==> src/rtl/core/sag_deg_mem.sv <==
// ----------------------------------------------------------------------------
// sag_deg_mem
// Per-node degree table: one write port, one registered read port.
// ----------------------------------------------------------------------------
module sag_deg_mem #(
  parameter int DEPTH = 256,
  parameter int WIDTH = 5
) (
  input  logic                     clk,
  input  logic                     we,
  input  logic [$clog2(DEPTH)-1:0] waddr,
  input  logic [WIDTH-1:0]         wdata,
  input  logic [$clog2(DEPTH)-1:0] raddr,
  output logic [WIDTH-1:0]         rdata
);
  logic [WIDTH-1:0] mem [DEPTH];

  always_ff @(posedge clk) begin
    if (we) begin
      mem[waddr] <= wdata;
    end
    rdata <= mem[raddr];
  end
endmodule

==> config.mk <==
export PLATFORM = sky130hd
export DESIGN_NAME = sag_deg_mem
export DESIGN_NICKNAME = d
export VERILOG_FILES = /design/src/rtl/core/sag_deg_mem.sv
export SDC_FILE = /design/constraint.sdc
export NUM_CORES = 1
export LEC_CHECK = 0
export BUFFER_PORTS_ARGS = -buffer_cell sky130_fd_sc_hd__buf_2
export CAP_MARGIN = 25
export CELL_PAD_IN_SITES_DETAIL_PLACEMENT = 1
export CELL_PAD_IN_SITES_GLOBAL_PLACEMENT = 2
export CORE_MARGIN = 4
export CORE_UTILIZATION = 54
export DETAILED_ROUTE_END_ITERATION = 6
export MAX_ROUTING_LAYER = met4
export PLACE_DENSITY = 0.95
export SKIP_CTS_REPAIR_TIMING = 1
export SYNTH_ARGS = -nofsm -noshare
export SYNTH_HDL_FRONTEND = slang
export SYNTH_SLANG_ARGS = --single-unit
==> constraint.sdc <==
create_clock -name clk -period 6.7 [get_ports clk]
set_input_delay 0.67 -clock clk [delete_from_list [all_inputs] [get_ports clk]]
set_output_delay 0.67 -clock clk [all_outputs]
set_load 0.01 [all_outputs]
## Yosys cells after proc, flatten, opt, wreduce, memory -nomap -nowiden

Memory sizes are Yosys's and may differ from the RTL's. A register that Yosys moved wholly into a read port is not among the register bits.
Index checks and enable logic that the tools add are counted.

- Memories kept: 1
- Input bits: 23
- Output and inout bits: 5
- Memory bits (writable): 1280
- Word-level logic and storage cells: 3
- Register bits: 0

Memory list:

| memory | depth | bits a word | rd ports | clocked after memory_dff | write ports | RTL line | text |
|---|---|---|---|---|---|---|---|
| mem | 256 | 5 | 1 | 1 | 1 | 16 | `logic [WIDTH-1:0] mem [DEPTH];` |

- Mux-type cells: 2

Operator list:

| cell | count |
|---|---|
| 2-to-1 mux 1 bit | 2 |

## Logic depth before layout (Yosys ltp)

Gate-level depths: netlist of the first run.

- Depth after elaboration: 2
- Gate-level depth with buffers: 12

## Least setup slack after synthesis of the first run

Ideal clock, no wire load.

- Path type: input to register
- Start point: input port raddr[0]
- End point: register rdata[1] (read register of mem)
- Setup slack: 4.025 ns
- Setup time: 0.127 ns
- Path buffers: 3
- Stages: 7
- Arrival: 2.547 ns
- Required time: 6.573 ns
- Cell sequence: buf_6 > buf_4 > buf_2 > mux4_2 > mux4_2 > a211oi_1 > o211ai_1

RTL lines:

| item | RTL line | text |
|---|---|---|
| start: declaration | 13 | `input logic [$clog2(DEPTH)-1:0] raddr,` |
| end: declaration | 14 | `output logic [WIDTH-1:0] rdata` |

==> flow_summary_export.csv, run 1 <==
group,metric,value,unit
timing,finalHoldViolations,0,
cts,clkTransAtPathRegs,0.06,ns
critical_path,cp_max_fo,66,
synthesis,synth_edf_count,1280,
pwr,p_leak,17.0,nW
placement,place_area,51700,um2
synthesis,postSynthCellCount,2497,
cts,cts_htree_levels,4,
timing,whs,0.375,ns
synthesis,synthesis.nets,2520,
critical_path,ff2ff_path_depth,6,
synthesis,async_flop_share,0,%
cts,clock_path_buffers,3,
cts,cts_buffers,131,
critical_path,r2r_end,"rdata[0]$_DFF_P_",
timing,period_needed,3.98,ns
pwr,combPwrFrac,5.0,%
cts,worstSkewPairLatency,0.74,ns
final_layout,fillerInstances,7610,
timing,maxSlewHeadroom,26.5,%
die,rows,111,
worst_hold_path,min_path_cells,1,
critical_path,cp.arrival,4.56,ns
synthesis,ys_ff_latch,1285,
final_layout,final_layout_size_suffix_gt1_share,20.6,%
global_routing,gr-total-overflow,0,
critical_path,reg2reg_slack,3.97,ns
critical_path,endpoint_kind,"register",
final_layout,nets,2564,
routing,via_count,26800,
pwr,seqPwrFrac,53.3,%
routing,drc,0,
pwr,netSwitchingPower,3.66,mW
placement,dpl.cell_count,3649,
synthesis,ys_seq_area_share,76.6,%
run_status,status,"finished, final reports clean",
final_layout,final_cells,3889,
synthesis,synth_area,50300,um2
critical_path,r2r_start,"mem[28][0]$_DFFE_PP_",
placement,dp_hpwl,82600,um
routing,first_pass_iters,6,
global_routing,grt_pass1_vias,28300,
routing,drt_iter0_drc,4091,
critical_path,crit_type,"in2reg",
routing,avgRoutedWirePerCell,36.5,um
timing,worst_pin_slew,1.10,ns
pwr,report.power.total,16.7,mW
timing,rsz0062_at_grt,"false",
die,die_area,98100,um2
final_layout,final_core_util,60.5,%
timing,finalSetupTns,0,ns
placement,post-place-ws,2.07,ns
die,core_area,92100,um2
routing,via_per_inst,6.88,
die,die-height,313,um
timing,setup_viol,0,
global_routing,grt_use_total,30.3,%
cts,cts_root_buf,"clkbuf_16",
timing,finalWorstSetupSlack,2.72,ns
job,maxCapViolations,0,
pwr,vdd_ir_drop_max,239,uV
worst_hold_path,hold_class,"in2reg",
placement,portBuffers,27,
critical_path,required,7.29,ns
die,start_util,54.6,%
cts,cts_sinks,1285,
pwr,intPower,13.0,mW
worst_hold_path,worstHoldStart,"wdata[4]",
global_routing,antenna_found_initial,10,
routing,routed_wl,142000,um
global_routing,grt_start_max_net_pins,154,
synthesis,ys_types,49,
pwr,switching_share,21.9,%
final_layout,design_area,55700,um2
routing,postRouteAntennaNets,0,
critical_path,worst_setup_path_start_kind,"input pin",
timing,skew,0.0289,ns
synthesis,ys_warn_count,0,
pwr,clkPwrFrac,41.8,%
pwr,p_per_area,299,nW/um2
worst_hold_path,min_to,"mem[171][4]$_DFFE_PP_",
global_routing,grt_pass1_wl,207000,um
cts,cts_tree,"done",
timing,slew_violations,0,
timing,max_freq,251,MHz
die,die_w,313,um
synthesis,syn_avg_cell_area,20.1,um2
synthesis,synthFlopType,"edfxtp_1",
timing,period_share,59.4,%
die,ios,28,
final_layout,area_growth,10.8,%
placement,place.gp.congestion,0.864,
## per-layer routing
layer | wire length [um] | global-route usage, % | vias up
met5 | 0 | - | -
met4 | 7310 | 13.3 | 0
met3 | 15400 | 7.39 | 494
met2 | 69500 | 47.1 | 1976
met1 | 49900 | 38.6 | 13900
li1 | - | - | 10400
## power by group through the flow
stage,Sequential (mW),Clock (mW),Combinational [mW]
2_1_floorplan,9.04,0,0.434
6_report,8.88,6.96,0.825
3_5_place_dp,9.05,0,0.793
4_1_cts,8.88,7.00,0.808
5_1_grt,8.87,7.39,0.855
3_3_place_gp,9.04,0,0.746
## cell usage in the layout, fill, tap and decap left out, types with 10 or more instances in the layout
cell type,synthesis,layout
clkbuf_1,90,32
clkinv_2,0,12
nor4_1,17,17
nor2_1,277,277
clkbuf_16,0,136
nand4_1,15,15
nor2b_1,17,15
a22oi_1,46,46
edfxtp_1,1280,1280
mux2i_1,96,96
mux4_2,289,289
o221ai_1,10,10
buf_2,23,20
a211oi_1,11,11
clkinv_1,0,29
o22ai_1,35,35
o21ai_0,18,18
nor3_1,15,15
nand3_1,41,35
a21oi_1,23,23
buf_4,24,33
nand2b_1,11,11
nand2_1,47,46
## synthesized netlist by cell type (all sizes together), types with 10 or more instances
| cell | count | share of area, % |
|---|---|---|
| a211oi | 11 | 0.16 |
| a21oi | 23 | 0.23 |
| a22oi | 46 | 0.69 |
| buf | 66 | 0.83 |
| clkbuf | 90 | 0.67 |
| edfxtp | 1280 | 76 |
| mux2i | 96 | 1.9 |
| mux4 | 289 | 13 |
| nand2 | 47 | 0.35 |
| nand2b | 11 | 0.14 |
| nand3 | 41 | 0.41 |
| nand4 | 15 | 0.19 |
| nor2 | 277 | 2.1 |
| nor2b | 17 | 0.21 |
| nor3 | 15 | 0.15 |
| nor4 | 17 | 0.21 |
| o21ai | 18 | 0.18 |
| o221ai | 10 | 0.17 |
| o22ai | 35 | 0.44 |
## state kept, by name, indices dropped and copies added, names as in the netlist
| register | flops |
|---|---|
| mem | 1280 |
| rdata | 5 |
## final cells by class
type                            instances  area (um2)  area share [%]
Antenna cell                            9        22.5          0.0404
Clock buffer                          168        3520            6.32
Clock inverter                         61         458           0.822
Inverter                                4        15.0          0.0269
Multi-Input combinational cell       1052       11000            19.8
Sequential cell                      1285       38500            69.2
Tap cell                             1243        1560            2.79
Timing Repair Buffer                   67         589            1.06
## critical path, cell delays in order
cell and delay [ns]:
buf_8 0.50, buf_4 0.66, buf_4 0.41, mux4_2 0.55, mux2i_1 0.27, o22a_1 0.18
nand3_1 0.07, a211oi_1 0.90, o211ai_1 0.17
## cells by family after synthesis
kind of cell,share of synthesized area (%)
flops,76.6
simple gates,3.95
mux,14.9
compound gates,2.94
buf+inv,1.54
## how the worst max path moves through the flow
| stage | from | endpoint | cells after the start |
|---|---|---|---|
| 2_1_floorplan | raddr[0] | rdata[1]$_DFF_P_ | 7 |
| 3_3_place_gp | raddr[0] | rdata[1]$_DFF_P_ | 9 |
| 3_5_place_dp | raddr[0] | rdata[1]$_DFF_P_ | 9 |
| 4_1_cts | raddr[0] | rdata[1]$_DFF_P_ | 9 |
| 5_1_grt | raddr[0] | rdata[1]$_DFF_P_ | 9 |
| 6_report | raddr[0] | rdata[1]$_DFF_P_ | 9 |
Note: power is estimated with default switching activity, not from simulation.
==> run 2: changes to the inputs <==
Settings changed: ABC_AREA set to 1, CORE_UTILIZATION 54 to 44, PLACE_DENSITY 0.95 to 0.91.
Clock period 6.7 ns to 4.1 ns, I/O delays scaled along.
==> run 2 against run 1 <==
Die area grew 28%. Count of clock-buffer cells in the layout up 13. Flip-flop and latch count stayed put. Cell count increased by 59%. Utilization down 11 points. Synthesized area grew 4.8%. First-iteration DRC count is 11% lower. Clock power up 65%. Critical path depth is 4 higher. Worst hold slack got worse by 0.31 ns. Register-to-register slack got worse by 1.8 ns. Critical endpoint unchanged. Largest power group unchanged.
==> flow_summary_export.csv, run 2 <==
group,metric,value,unit
synthesis,postSynthCellCount,4552,
synthesis,synth.most_common_cell,"nand2_1",
critical_path,worst_setup_path_start_kind,"input pin",
critical_path,cp_max_fo,80,
synthesis,yosysTopAreaCell,"edfxtp_1",
synthesis,ys_seq_area_share,73.1,%
timing,max_freq,418,MHz
cts,clkTransAtPathRegs,0.06,ns
final_layout,multi_input_area,12500,um2
routing,via_count,36100,
final_layout,final_common_cell,"nand2_1",
final_layout,final_cell_mix,"nand2_1, edfxtp_1, nand3_1, nor2_1, clkbuf_16",
synthesis,ys_types,12,
global_routing,grt_start_max_net_pins,181,
routing,avgRoutedWirePerCell,25.6,um
critical_path,required,4.79,ns
critical_path,critical-path-max-stage-delay,0.46,ns
placement,post-place-ws,1.01,ns
cts,cts_buffers,138,
critical_path,crit_type,"in2reg",
critical_path,path_cells,"buf_8 -> inv_8 -> buf_12 -> nand2_1 -> nand3_1 -> nand3_1 -> nand3_1 -> nand3_1 -> nand2_1 -> nand2_1 -> nand3_1 -> nand3_1 -> nand2_1",
synthesis,ys_warn_count,0,
final_layout,seqCellArea,38500,um2
timing,skew,0.0269,ns
synthesis,synth_area,52700,um2
critical_path,cp.arrival,3.08,ns
routing,drc,0,
die,die_w,354,um
routing,postRouteAntennaNets,0,
synthesis,async_flop_share,0,%
synthesis,post-synth-top-area-fraction,72.9,%
routing,routed_wl,159000,um
timing,maxSlewHeadroom,26.8,%
cts,cts_tree,"done",
cts,cts_htree_levels,4,
critical_path,worst_path_most_repeated_cell,"nand3_1",
die,core_area,119000,um2
final_layout,area_growth,11.0,%
global_routing,grt_use_total,25.9,%
final_layout,nets,4520,
die,ios,28,
pwr,p_leak,20.1,nW
final_layout,top_register,"mem",
placement,place.gp.congestion,0.815,
final_layout,final_core_util,49.3,%
global_routing,antenna_found_initial,8,
critical_path,endpoint_kind,"register",
critical_path,reg2reg_slack,2.15,ns
final_layout,final_cells,6201,
cts,cts_root_buf,"clkbuf_16",
die,rows,126,
synthesis,synthesis.nets,4575,
timing,period_needed,2.39,ns
critical_path,critPathTopFamily,"simple AND/OR/NAND/NOR gates",
global_routing,gr-total-overflow,0,
synthesis,synth_edf_count,1280,
timing,period_share,58.3,%
global_routing,grt_pass1_wl,238000,um
synthesis,ys_ff_latch,1285,
final_layout,final_layout_size_suffix_gt1_share,6.31,%
timing,finalHoldViolations,0,
timing,finalWorstSetupSlack,1.71,ns
die,start_util,44.5,%
job,maxCapViolations,0,
final_layout,fillerInstances,12400,
global_routing,grt_pass1_vias,37400,
pwr,p_per_area,474,nW/um2
timing,slew_violations,0,
placement,dp_hpwl,91600,um
final_layout,largest_register_ffs,1280,
die,die_area,125000,um2
cts,cts_sinks,1285,
final_layout,reg.largest.list,"mem x1280, rdata x5",
placement,dpl.cell_count,5957,
timing,worst_pin_slew,1.10,ns
timing,finalSetupTns,0,ns
routing,first_pass_iters,6,
synthesis,synth_area_leaders,"edfxtp_1, nand3_1, nand2_1",
timing,setup_viol,0,
synthesis,synthFlopType,"edfxtp_1",
pwr,vdd_ir_drop_max,428,uV
placement,portBuffers,27,
run_status,status,"finished, final reports clean",
timing,rsz0062_at_grt,"false",
synthesis,synth_common_cells,"nand2_1, edfxtp_1, nand3_1, nor2_1, buf_2",
synthesis,syn_avg_cell_area,11.6,um2
die,die-height,354,um
critical_path,worst-path-buf-inv,3,
cts,worstSkewPairLatency,0.76,ns
critical_path,crit_slowest_cell,"inv_8",
routing,drt_iter0_drc,3635,
worst_hold_path,hold_class,"in2reg",
cts,clock_path_buffers,3,
routing,via_per_inst,5.82,
==> run 2: cell count changes after synthesis, moves of 22 or more <==
cell | previous run | this run
a21oi_1 | 23 | 0
mux2i_1 | 96 | 0
nand3_1 | 41 | 1233
clkbuf_1 | 90 | 68
inv_1 | 4 | 34
a22oi_1 | 46 | 0
nand2_1 | 47 | 1400
o22ai_1 | 35 | 0
mux4_2 | 289 | 0
buf_2 | 23 | 189
==> run 2: metal layers <==
metal	routed length (um)	vias to the layer above	GRT usage, %
li1	-	15900	-
met1	65000	18400	34.5
met2	76500	1471	40.4
met3	12400	315	4.75
met4	4970	0	8.58
met5	0	-	-
==> run 2: worst paths after layout <==
| check | from | to | cells after the start |
|---|---|---|---|
| worst max-delay path | raddr[0] | rdata[1]$_DFF_P_ | 13 |
| worst min-delay path | wdata[4] | mem[125][4]$_DFFE_PP_ | 1 |
| worst max register to register | mem[170][3]$_DFFE_PP_ | rdata[3]$_DFF_P_ | 10 |
| worst min register to register | mem[222][0]$_DFFE_PP_ | rdata[0]$_DFF_P_ | 10 |
==> run 2: cell type report <==
type	count	area share, %
sequential	1285	65.9
multi-input combinational	2916	21.3
clock buffer	181	6.38
tap	1600	3.42
timing repair buffer	117	2.11
clock inverter	57	0.558
inverter	39	0.287
antenna	6	0.0257
==> run 2: per-stage QoR <==
| step | hold slack, ns | total power, mW | cell area, um2 |
|---|---|---|---|
| 3_3_place_gp | 0.816 | 16.4 | 54400 |
| 4_1_cts | 0.0258 | 27.9 | 58500 |
| 5_1_grt | 0.0411 | 28.6 | 58500 |
| 6_report | 0.0682 | 27.7 | 58500 |
| 3_5_place_dp | 0.825 | 16.5 | 54400 |
| 2_1_floorplan | 0.509 | 15.7 | 52700 |
==> run 2: kinds of logic after synthesis <==
| group | count (synthesis) | share of synthesized area, % |
|---|---|---|
| DFF | 1285 | 73.1 |
| and+or+nand+nor | 2916 | 23.7 |
| buffers and inverters | 351 | 3.21 |
==> run 2: power by group <==
part           total (mW)  switching, mW  internal [mW]
Sequential           14.5         0.0252           14.5
Clock                11.5           5.03           6.45
Combinational        1.73           1.32          0.405
Total                27.7           6.38           21.3
